`config.mk`:
```
export PLATFORM = sky130hd
export DESIGN_NAME = first_fit_page_allocator
export DESIGN_NICKNAME = d
export VERILOG_FILES = /design/src/rtl/core/ffpa_pkg.sv /design/src/rtl/core/ffpa_rem.sv /design/src/rtl/core/ffpa_dp.sv /design/src/rtl/core/ffpa_ctrl.sv /design/src/rtl/core/first_fit_page_allocator.sv
export SDC_FILE = /design/constraint.sdc
export NUM_CORES = 2
export LEC_CHECK = 0
export BUFFER_PORTS_ARGS = -buffer_cell sky130_fd_sc_hd__clkbuf_2
export CAP_MARGIN = 20
export CORE_UTILIZATION = 65
export CTS_BUF_LIST = sky130_fd_sc_hd__clkbuf_16
export CTS_CLUSTER_DIAMETER = 60
export DETAILED_ROUTE_END_ITERATION = 12
export GPL_TIMING_DRIVEN = 0
export PLACE_DENSITY = 0.83
export SYNTH_ARGS = -nofsm -noshare
export SYNTH_HDL_FRONTEND = slang
export SYNTH_HIERARCHICAL = 1
export SYNTH_SLANG_ARGS = --single-unit
```
`constraint.sdc`:
```
create_clock -name i_clk -period 20.7 [get_ports i_clk]
set_input_delay 4.14 -clock i_clk [delete_from_list [all_inputs] [get_ports i_clk]]
set_output_delay 4.14 -clock i_clk [all_outputs]
set_load 0.03 [all_outputs]
```
`src/rtl/core/ffpa_pkg.sv`:
```
// ----------------------------------------------------------------------------
// ffpa_pkg
// Types and constants shared by the first-fit page allocator modules.
// ----------------------------------------------------------------------------
`default_nettype none

package ffpa_pkg;

    localparam int FIELD_W   = 48;
    localparam int BS_W      = 17;
    localparam int STATUS_W  = 3;
    localparam int CFG_IDX_W = 4;
    localparam int ADDR_BITS = 48;
    localparam int SPACE_BITS = (ADDR_BITS < FIELD_W) ? ADDR_BITS : FIELD_W;

    // largest address, one bit wider than a field so sums can be compared
    localparam logic [FIELD_W:0] SPACE_MAX =
        {{(FIELD_W + 1 - SPACE_BITS){1'b0}}, {SPACE_BITS{1'b1}}};

    // remainder unit: bits retired per cycle
    localparam int REM_STEP   = 4;
    localparam int REM_CYCLES = FIELD_W / REM_STEP;
    localparam int REM_CNT_W  = $clog2(REM_CYCLES + 1);

    localparam logic [CFG_IDX_W-1:0] CFG_BLOCK_SIZE   = CFG_IDX_W'(0);
    localparam logic [CFG_IDX_W-1:0] CFG_START_OFFSET = CFG_IDX_W'(1);

    localparam logic [STATUS_W-1:0] ST_REUSED    = 3'd0;
    localparam logic [STATUS_W-1:0] ST_CUT       = 3'd1;
    localparam logic [STATUS_W-1:0] ST_FREED     = 3'd2;
    localparam logic [STATUS_W-1:0] ST_DROPPED   = 3'd3;
    localparam logic [STATUS_W-1:0] ST_EXHAUSTED = 3'd4;

    typedef struct packed {
        logic               func;
        logic [FIELD_W-1:0] req_size;
        logic [FIELD_W-1:0] req_offset;
    } t_req;

    typedef struct packed {
        logic [FIELD_W-1:0]  page_offset;
        logic [FIELD_W-1:0]  page_size;
        logic [STATUS_W-1:0] status;
    } t_res;

    typedef struct packed {
        logic [FIELD_W-1:0] size;
        logic [FIELD_W-1:0] offset;
    } t_entry;

    typedef struct packed {
        logic                ld_req;
        logic                div_start;
        logic                calc_need;
        logic                idx_clr;
        logic                idx_inc;
        logic                rd_en;
        logic                push;
        logic                shift_wr;
        logic                cnt_dec;
        logic                cut;
        logic                emit;
        logic [STATUS_W-1:0] emit_status;
    } t_cmd;

    typedef struct packed {
        logic func;
        logic div_done;
        logic need_ovf;
        logic at_end;
        logic fit;
        logic full;
        logic end_ovf;
    } t_sts;

endpackage

`default_nettype wire

```
`src/rtl/core/ffpa_rem.sv`:
```
// ----------------------------------------------------------------------------
// ffpa_rem
// Iterative remainder unit: restoring division, REM_STEP bits per cycle.
// ----------------------------------------------------------------------------
`default_nettype none

module ffpa_rem
    import ffpa_pkg::*;
(
    input  wire logic               i_clk,
    input  wire logic               i_rst_n,
    input  wire logic               i_start,
    input  wire logic [FIELD_W-1:0] i_dividend,
    input  wire logic [BS_W-1:0]    i_divisor,
    output logic                    o_done,
    output logic [BS_W-1:0]         o_rem
);

    logic                 r_busy;
    logic                 r_done;
    logic [REM_CNT_W-1:0] r_cnt;
    logic [FIELD_W-1:0]   r_dvd;
    logic [BS_W-1:0]      r_rem;
    logic [BS_W-1:0]      r_div;
    logic [FIELD_W-1:0]   n_dvd;
    logic [BS_W-1:0]      n_rem;
    logic [BS_W:0]        cand;

    // partial remainder stays below the divisor; the shifted value needs one extra bit
    always_comb begin
        n_rem = r_rem;
        n_dvd = r_dvd;
        cand  = '0;
        for (int k = 0; k < REM_STEP; k++) begin
            cand  = {n_rem, n_dvd[FIELD_W-1]};
            n_rem = (cand >= {1'b0, r_div}) ? BS_W'(cand - {1'b0, r_div})
                                            : cand[BS_W-1:0];
            n_dvd = {n_dvd[FIELD_W-2:0], 1'b0};
        end
    end

    always_ff @(posedge i_clk) begin
        if (!i_rst_n) begin
            r_busy <= 1'b0;
            r_done <= 1'b0;
            r_cnt  <= '0;
        end else begin
            r_done <= 1'b0;
            if (i_start) begin
                r_busy <= 1'b1;
                r_cnt  <= REM_CNT_W'(REM_CYCLES);
            end else if (r_busy) begin
                r_cnt <= r_cnt - REM_CNT_W'(1);
                if (r_cnt == REM_CNT_W'(1)) begin
                    r_busy <= 1'b0;
                    r_done <= 1'b1;
                end
            end
        end
    end

    always_ff @(posedge i_clk) begin
        if (i_start) begin
            r_dvd <= i_dividend;
            r_rem <= '0;
            r_div <= i_divisor;
        end else if (r_busy) begin
            r_dvd <= n_dvd;
            r_rem <= n_rem;
        end
    end

    assign o_done = r_done;
    assign o_rem  = r_rem;

endmodule

`default_nettype wire

```
`src/rtl/core/ffpa_dp.sv`:
```
// ----------------------------------------------------------------------------
// ffpa_dp
// Datapath: config registers, size rounding, free-list memory, end pointer.
// ----------------------------------------------------------------------------
`default_nettype none

module ffpa_dp
    import ffpa_pkg::*;
#(
    parameter int FREE_ENTRIES = 16
)
(
    input  wire logic                 i_clk,
    input  wire logic                 i_rst_n,
    input  wire logic                 i_cfg_we,
    input  wire logic [CFG_IDX_W-1:0] i_cfg_idx,
    input  wire logic [FIELD_W-1:0]   i_cfg_wdata,
    input  wire t_req                 i_req,
    input  wire t_cmd                 i_cmd,
    output t_sts                      o_sts,
    output t_res                      o_res,
    output logic                      o_res_strobe
);

    localparam int IDX_W = (FREE_ENTRIES > 1) ? $clog2(FREE_ENTRIES) : 1;
    localparam int CNT_W = $clog2(FREE_ENTRIES + 1);

    logic [BS_W-1:0]    r_block_size;
    logic [FIELD_W-1:0] r_end;
    t_req               r_req;
    logic [FIELD_W:0]   r_need;
    logic [CNT_W-1:0]   r_idx;
    logic [CNT_W-1:0]   r_cnt;
    t_entry             r_mem [FREE_ENTRIES];
    t_entry             r_rd;
    t_res               r_res;
    logic               r_strobe;

    logic [BS_W-1:0]    bs_eff;
    logic [BS_W-1:0]    rem;
    logic               rem_done;
    logic [BS_W-1:0]    pad;
    logic [FIELD_W:0]   end_sum;
    logic [CNT_W-1:0]   idx_m1;

    assign bs_eff  = (r_block_size == '0) ? BS_W'(1) : r_block_size;
    assign pad     = (rem != '0) ? (bs_eff - rem) : '0;
    assign end_sum = {1'b0, r_end} + r_need;
    assign idx_m1  = r_idx - CNT_W'(1);

    ffpa_rem u_rem (
        .i_clk      (i_clk),
        .i_rst_n    (i_rst_n),
        .i_start    (i_cmd.div_start),
        .i_dividend (r_req.req_size),
        .i_divisor  (bs_eff),
        .o_done     (rem_done),
        .o_rem      (rem)
    );

    always_ff @(posedge i_clk) begin
        if (!i_rst_n) begin
            r_block_size <= BS_W'(1);
            r_end        <= '0;
            r_cnt        <= '0;
            r_idx        <= '0;
            r_strobe     <= 1'b0;
        end else begin
            r_strobe <= i_cmd.emit;
            if (i_cfg_we && i_cfg_idx == CFG_BLOCK_SIZE) begin
                r_block_size <= i_cfg_wdata[BS_W-1:0];
            end
            if (i_cfg_we && i_cfg_idx == CFG_START_OFFSET) begin
                r_end <= i_cfg_wdata & SPACE_MAX[FIELD_W-1:0];
            end else if (i_cmd.cut) begin
                r_end <= end_sum[FIELD_W-1:0];
            end
            if (i_cmd.push) begin
                r_cnt <= r_cnt + CNT_W'(1);
            end else if (i_cmd.cnt_dec) begin
                r_cnt <= r_cnt - CNT_W'(1);
            end
            if (i_cmd.idx_clr) begin
                r_idx <= '0;
            end else if (i_cmd.idx_inc) begin
                r_idx <= r_idx + CNT_W'(1);
            end
        end
    end

    always_ff @(posedge i_clk) begin
        if (i_cmd.ld_req) begin
            r_req <= i_req;
        end
        if (i_cmd.calc_need) begin
            r_need <= {1'b0, r_req.req_size} + (FIELD_W + 1)'(pad);
        end
        if (i_cmd.emit) begin
            r_res.status <= i_cmd.emit_status;
            case (i_cmd.emit_status)
                ST_REUSED: begin
                    r_res.page_offset <= r_rd.offset;
                    r_res.page_size   <= r_rd.size;
                end
                ST_CUT: begin
                    r_res.page_offset <= r_end;
                    r_res.page_size   <= r_need[FIELD_W-1:0];
                end
                default: begin
                    r_res.page_offset <= '0;
                    r_res.page_size   <= '0;
                end
            endcase
        end
    end

    // free list: one write port, one registered read port
    always_ff @(posedge i_clk) begin
        if (i_cmd.push) begin
            r_mem[r_cnt[IDX_W-1:0]] <= {r_req.req_size, r_req.req_offset};
        end else if (i_cmd.shift_wr) begin
            r_mem[idx_m1[IDX_W-1:0]] <= r_rd;
        end
        if (i_cmd.rd_en) begin
            r_rd <= r_mem[r_idx[IDX_W-1:0]];
        end
    end

    assign o_sts.func     = r_req.func;
    assign o_sts.div_done = rem_done;
    assign o_sts.need_ovf = r_need > SPACE_MAX;
    assign o_sts.at_end   = r_idx == r_cnt;
    assign o_sts.fit      = {1'b0, r_rd.size} >= r_need;
    assign o_sts.full     = r_cnt == CNT_W'(FREE_ENTRIES);
    assign o_sts.end_ovf  = end_sum > SPACE_MAX;

    assign o_res        = r_res;
    assign o_res_strobe = r_strobe;

endmodule

`default_nettype wire

```
`src/rtl/core/ffpa_ctrl.sv`:
```
// ----------------------------------------------------------------------------
// ffpa_ctrl
// Controller: sequences rounding, first-fit scan, list compaction and cut.
// ----------------------------------------------------------------------------
`default_nettype none

module ffpa_ctrl
    import ffpa_pkg::*;
(
    input  wire logic i_clk,
    input  wire logic i_rst_n,
    input  wire logic i_start,
    output logic      o_busy,
    input  wire t_sts i_sts,
    output t_cmd      o_cmd
);

    localparam logic [3:0] S_IDLE     = 4'd0;
    localparam logic [3:0] S_DISPATCH = 4'd1;
    localparam logic [3:0] S_DIV_WAIT = 4'd2;
    localparam logic [3:0] S_CHECK    = 4'd3;
    localparam logic [3:0] S_SCAN_RD  = 4'd4;
    localparam logic [3:0] S_SCAN_CMP = 4'd5;
    localparam logic [3:0] S_SHIFT_RD = 4'd6;
    localparam logic [3:0] S_SHIFT_WR = 4'd7;
    localparam logic [3:0] S_CUT      = 4'd8;

    logic [3:0] r_state;
    logic [3:0] n_state;

    always_comb begin
        n_state = r_state;
        o_cmd   = '0;
        case (r_state)
            S_IDLE: begin
                if (i_start) begin
                    o_cmd.ld_req = 1'b1;
                    n_state      = S_DISPATCH;
                end
            end
            S_DISPATCH: begin
                if (i_sts.func) begin
                    o_cmd.emit = 1'b1;
                    if (i_sts.full) begin
                        o_cmd.emit_status = ST_DROPPED;
                    end else begin
                        o_cmd.push        = 1'b1;
                        o_cmd.emit_status = ST_FREED;
                    end
                    n_state = S_IDLE;
                end else begin
                    o_cmd.div_start = 1'b1;
                    n_state         = S_DIV_WAIT;
                end
            end
            S_DIV_WAIT: begin
                if (i_sts.div_done) begin
                    o_cmd.calc_need = 1'b1;
                    o_cmd.idx_clr   = 1'b1;
                    n_state         = S_CHECK;
                end
            end
            S_CHECK: begin
                if (i_sts.need_ovf) begin
                    o_cmd.emit        = 1'b1;
                    o_cmd.emit_status = ST_EXHAUSTED;
                    n_state           = S_IDLE;
                end else begin
                    n_state = S_SCAN_RD;
                end
            end
            S_SCAN_RD: begin
                if (i_sts.at_end) begin
                    n_state = S_CUT;
                end else begin
                    o_cmd.rd_en = 1'b1;
                    n_state     = S_SCAN_CMP;
                end
            end
            S_SCAN_CMP: begin
                o_cmd.idx_inc = 1'b1;
                if (i_sts.fit) begin
                    o_cmd.emit        = 1'b1;
                    o_cmd.emit_status = ST_REUSED;
                    n_state           = S_SHIFT_RD;
                end else begin
                    n_state = S_SCAN_RD;
                end
            end
            S_SHIFT_RD: begin
                if (i_sts.at_end) begin
                    o_cmd.cnt_dec = 1'b1;
                    n_state       = S_IDLE;
                end else begin
                    o_cmd.rd_en = 1'b1;
                    n_state     = S_SHIFT_WR;
                end
            end
            S_SHIFT_WR: begin
                o_cmd.shift_wr = 1'b1;
                o_cmd.idx_inc  = 1'b1;
                n_state        = S_SHIFT_RD;
            end
            S_CUT: begin
                o_cmd.emit = 1'b1;
                if (i_sts.end_ovf) begin
                    o_cmd.emit_status = ST_EXHAUSTED;
                end else begin
                    o_cmd.cut         = 1'b1;
                    o_cmd.emit_status = ST_CUT;
                end
                n_state = S_IDLE;
            end
            default: begin
                n_state = S_IDLE;
            end
        endcase
    end

    always_ff @(posedge i_clk) begin
        if (!i_rst_n) begin
            r_state <= S_IDLE;
        end else begin
            r_state <= n_state;
        end
    end

    assign o_busy = r_state != S_IDLE;

endmodule

`default_nettype wire

```
`src/rtl/core/first_fit_page_allocator.sv`:
```
// ----------------------------------------------------------------------------
// first_fit_page_allocator
// First-fit page allocator with a free list and an end-of-space pointer.
//
//  channel  | ports                                | handshake
//  ---------+--------------------------------------+---------------------------
//  request  | start, busy, i_req                   | taken when start && !busy
//  result   | o_res_strobe, o_res                  | one cycle, cannot stall
//  config   | i_cfg_we, i_cfg_idx, i_cfg_wdata     | write when i_cfg_we
//
// One request at a time; busy is high from the accepting edge until the
// controller is idle again, and the strobe is registered from the emitting cycle.
// A free pushes the entry or drops it. An allocate first rounds the size in
// the remainder unit, then scans the free list entry by entry; a hit compacts
// the later entries, a miss cuts from the end pointer. Reset is synchronous.
// ----------------------------------------------------------------------------
`default_nettype none

module first_fit_page_allocator
    import ffpa_pkg::*;
#(
    parameter int FREE_ENTRIES = 16
)
(
    input  wire logic                 i_clk,
    input  wire logic                 i_rst_n,
    input  wire logic                 i_cfg_we,
    input  wire logic [CFG_IDX_W-1:0] i_cfg_idx,
    input  wire logic [FIELD_W-1:0]   i_cfg_wdata,
    input  wire logic                 start,
    output logic                      busy,
    input  wire t_req                 i_req,
    output logic                      o_res_strobe,
    output t_res                      o_res
);

    t_cmd cmd;
    t_sts sts;

    ffpa_ctrl u_ctrl (
        .i_clk   (i_clk),
        .i_rst_n (i_rst_n),
        .i_start (start),
        .o_busy  (busy),
        .i_sts   (sts),
        .o_cmd   (cmd)
    );

    ffpa_dp #(
        .FREE_ENTRIES (FREE_ENTRIES)
    ) u_dp (
        .i_clk        (i_clk),
        .i_rst_n      (i_rst_n),
        .i_cfg_we     (i_cfg_we),
        .i_cfg_idx    (i_cfg_idx),
        .i_cfg_wdata  (i_cfg_wdata),
        .i_req        (i_req),
        .i_cmd        (cmd),
        .o_sts        (sts),
        .o_res        (o_res),
        .o_res_strobe (o_res_strobe)
    );

endmodule

`default_nettype wire

```
==> results.cfg <==
[pwr]
powerDensity_nw_per_um2 = 155
p_comb_frac = 0.464
p_clk_frac = 0.232
pwr-share-seq = 0.304
irDropWorstVdd_mv = 0.455
p_int_mw = 9.49
swShare = 0.385
leakage_nw = 33.1
p_sw_mw = 5.94

[drt]
wl_per_cell_um = 40.3
drc = 0
drt_iter0_markers = 9732
vias = 55251
ant_nets = 0
drt-pass1-iter-count = 8
via_per_inst = 7.54
drt_wl_total_mm = 295

[floorplanning]
die_h_um = 368
ios = 254
die_area_um2 = 135000
initial_utilization = 0.659
die_w_um = 368
placementRows = 133
coreArea_um2 = 132000

[sta]
fmax_mhz = 81.2
max_slew_margin = 0.121
tns_ns = 0
fin_crit_ns = 12.32
timing.final.crit_share = 0.595
fin_skew_ns = 0.0333
finalMaxSlewViolations = 0
tightestPinTransition_ns = 1.32
grt_setup_unrepaired = no
finalHoldViolations = 0
setup_viol = 0
worst_slack_ns = 8.38

[placement]
port_buffers = 253
gp_congestion = 1.03
dpl_worst_slack_ns = 8.77
dp_hpwl_mm = 188

[worst_setup_path]
r2r_end = u_dp/u_rem/o_rem[12]
cpLargestDelayFamily = compound AO/OA/AOI/OAI gates
crit_buf_inv = 5
r2r-start = u_dp/u_rem/r_div[1]
end_kind = flop
cp_common_cell = a21oi_1
arrival_ns = 13.02
path_max_fanout = 10
rrSetupSlack_ns = 8.38
critPathLaunchType = flop
crit_path_max_incr_delay_ns = 0.47
crit_slowest_cell = nor2_1
reg2regPathDepth = 40
critPathKind = reg2reg
critical_path_required_ns = 21.40

[cts]
cts_tree = done
cts_num_sinks = 2045
post_cts_resized = 0
insertion_delay_ns = 0.86
post-cts-setup-buffer-count = 0
cts_buffers = 193
cts_buffer_depth = 3
path_clk_slew_ns = 0.07
root_buffer = clkbuf_16
holdBufCountCts = 0
h-tree-depth = 4

[hold_path]
hold_class = reg2reg
whs_endpoint = u_dp/r_block_size[10]
hold_depth = 2
hp-start = u_dp/r_block_size[10]

[layout]
mostFrequentLayoutCells = 1,942 x edfxtp_1, 480 x mux4_2, 260 x clkbuf_2
multi_input_area_um2 = 25500
layout_commonest_cell = edfxtp_1
nets = 5768
syn_to_final_growth_pct = 14.7
drive_above_1_share = 0.258
fin_util = 0.756
regArea_um2 = 60400
layout.filler_cells = 7036

[grt]
overflow = 0
antenna_found_initial = 32
grt_pass1_vias = 53334
grt_max_degree = 50
grtUsageTotal = 0.436
grt_first_pass_wirelength_mm = 403

[synth]
ys_types = 105
seq_area_frac_synth = 0.693
async_reset_ff_frac = 0
syn-cell-area_um2 = 87100
yosys.area.top_type_share = 0.669
netlist_instances = 4801
synth-main-ff-cell = edfxtp_1
synth_top_cell_by_area = edfxtp_1
synth_enable_flop_cells = 1942
synth.top_cells.by_area = edfxtp_1 67%, mux4_2 12%, ha_1 2.9%
synth_seq_cells = 2045
syn_nets = 5167
ys_warn_count = 6
synth.avg_cell_area_um2 = 18.1

[outcome]
status = complete, no violations

[flow_run]
maxCapViolCount = 0
-- registers in the layout, indices dropped and copies added (netlist names), 5 cells and up --
name and cells:
u_dp/r_block_size 17, u_dp/r_mem 1536, u_dp/r_cnt 5, u_dp/r_end 48
u_dp/r_idx 5, u_dp/o_res 99, u_dp/r_req 96, u_dp/u_rem/r_dvd 48
u_dp/u_rem/r_div 17, u_dp/u_rem/o_rem 17, u_dp/r_rd 96, u_dp/r_need 49
-- through the flow --
step	instance area (um2)	hold WS, ns	std cells	power, mW
floorplan	87100	0.443	4801	9.83
global placement	90600	0.459	6809	11.7
detailed placement	93100	0.467	6933	11.7
CTS	99400	0.475	7286	15.2
global route	99800	0.501	7319	16.0
finish	99900	0.474	7331	15.4
-- Yosys cell counts (45+ instances only) --
cell type and instances:
nand2_1 177, a21o_1 74, xor2_1 56, nor3_1 45
a211oi_1 48, dfxtp_1 103, a21oi_1 185, inv_1 131
a22o_1 98, clkbuf_1 161, xnor2_1 107, o21ai_0 97
mux2_2 170, buf_1 53, mux4_2 480, edfxtp_1 1942
nor2_1 178, ha_1 205
-- kinds of logic after synthesis --
logic type	Yosys count	share of synthesized area
buf+inv	356	0.0159
mux	700	0.152
compound gates	680	0.0548
xor+xnor	164	0.0166
flops	2045	0.693
simple gates	643	0.0363
fa+ha+maj	213	0.0313
-- metal layers --
metal	routed length (um)	vias up	share of wire	track usage
met5	355	-	0.0012	0.00677
met4	23800	42	0.080	0.277
met3	46700	1467	0.16	0.171
met2	130000	5693	0.44	0.638
met1	94300	27360	0.32	0.547
li1	-	20689	-	-
-- worst reg2reg max path, delay by kind of cell (launching register included) --
family,cells,cell delay [ns]
flip-flops,1,0.35
AO/OA/AOI/OAI,19,5.10
multiplexers,5,1.75
AND/OR/NAND/NOR,7,1.88
adder cells (fa/ha/maj),4,1.56
buffers and inverters,5,1.55
-- layout make-up --
type | instances | area share
Buffer | 225 | 0.00898
Multi-Input combinational cell | 2400 | 0.255
Timing Repair Buffer | 406 | 0.0408
Clock inverter | 153 | 0.0131
Antenna cell | 16 | 0.000401
Clock buffer | 200 | 0.0501
Sequential cell | 2045 | 0.605
Tap cell | 1755 | 0.0220
Inverter | 131 | 0.00492
-- power by group through the flow --
stage	logic [mW]	clock network (mW)	registers, mW
CTS	6.95	3.57	4.69
floorplan	5.08	0	4.75
detailed placement	6.88	0	4.78
finish	7.16	3.57	4.70
global placement	6.90	0	4.78
global route	7.61	3.72	4.69
-- how the worst max path moves through the flow --
stage,start,end,slack [ns],cells after the start
global placement,u_dp/r_idx[1],u_dp/r_mem[14][72],6.38,9
finish,u_dp/u_rem/r_div[1],u_dp/u_rem/o_rem[12],8.38,40
detailed placement,u_dp/u_rem/r_div[1],u_dp/u_rem/o_rem[12],8.77,40
CTS,u_dp/u_rem/r_div[1],u_dp/u_rem/o_rem[12],8.65,40
floorplan,u_dp/u_rem/r_div[0],u_dp/u_rem/o_rem[15],11.35,40
global route,u_dp/u_rem/r_div[1],u_dp/u_rem/o_rem[12],7.91,38
(Power assumes the default switching activity.)
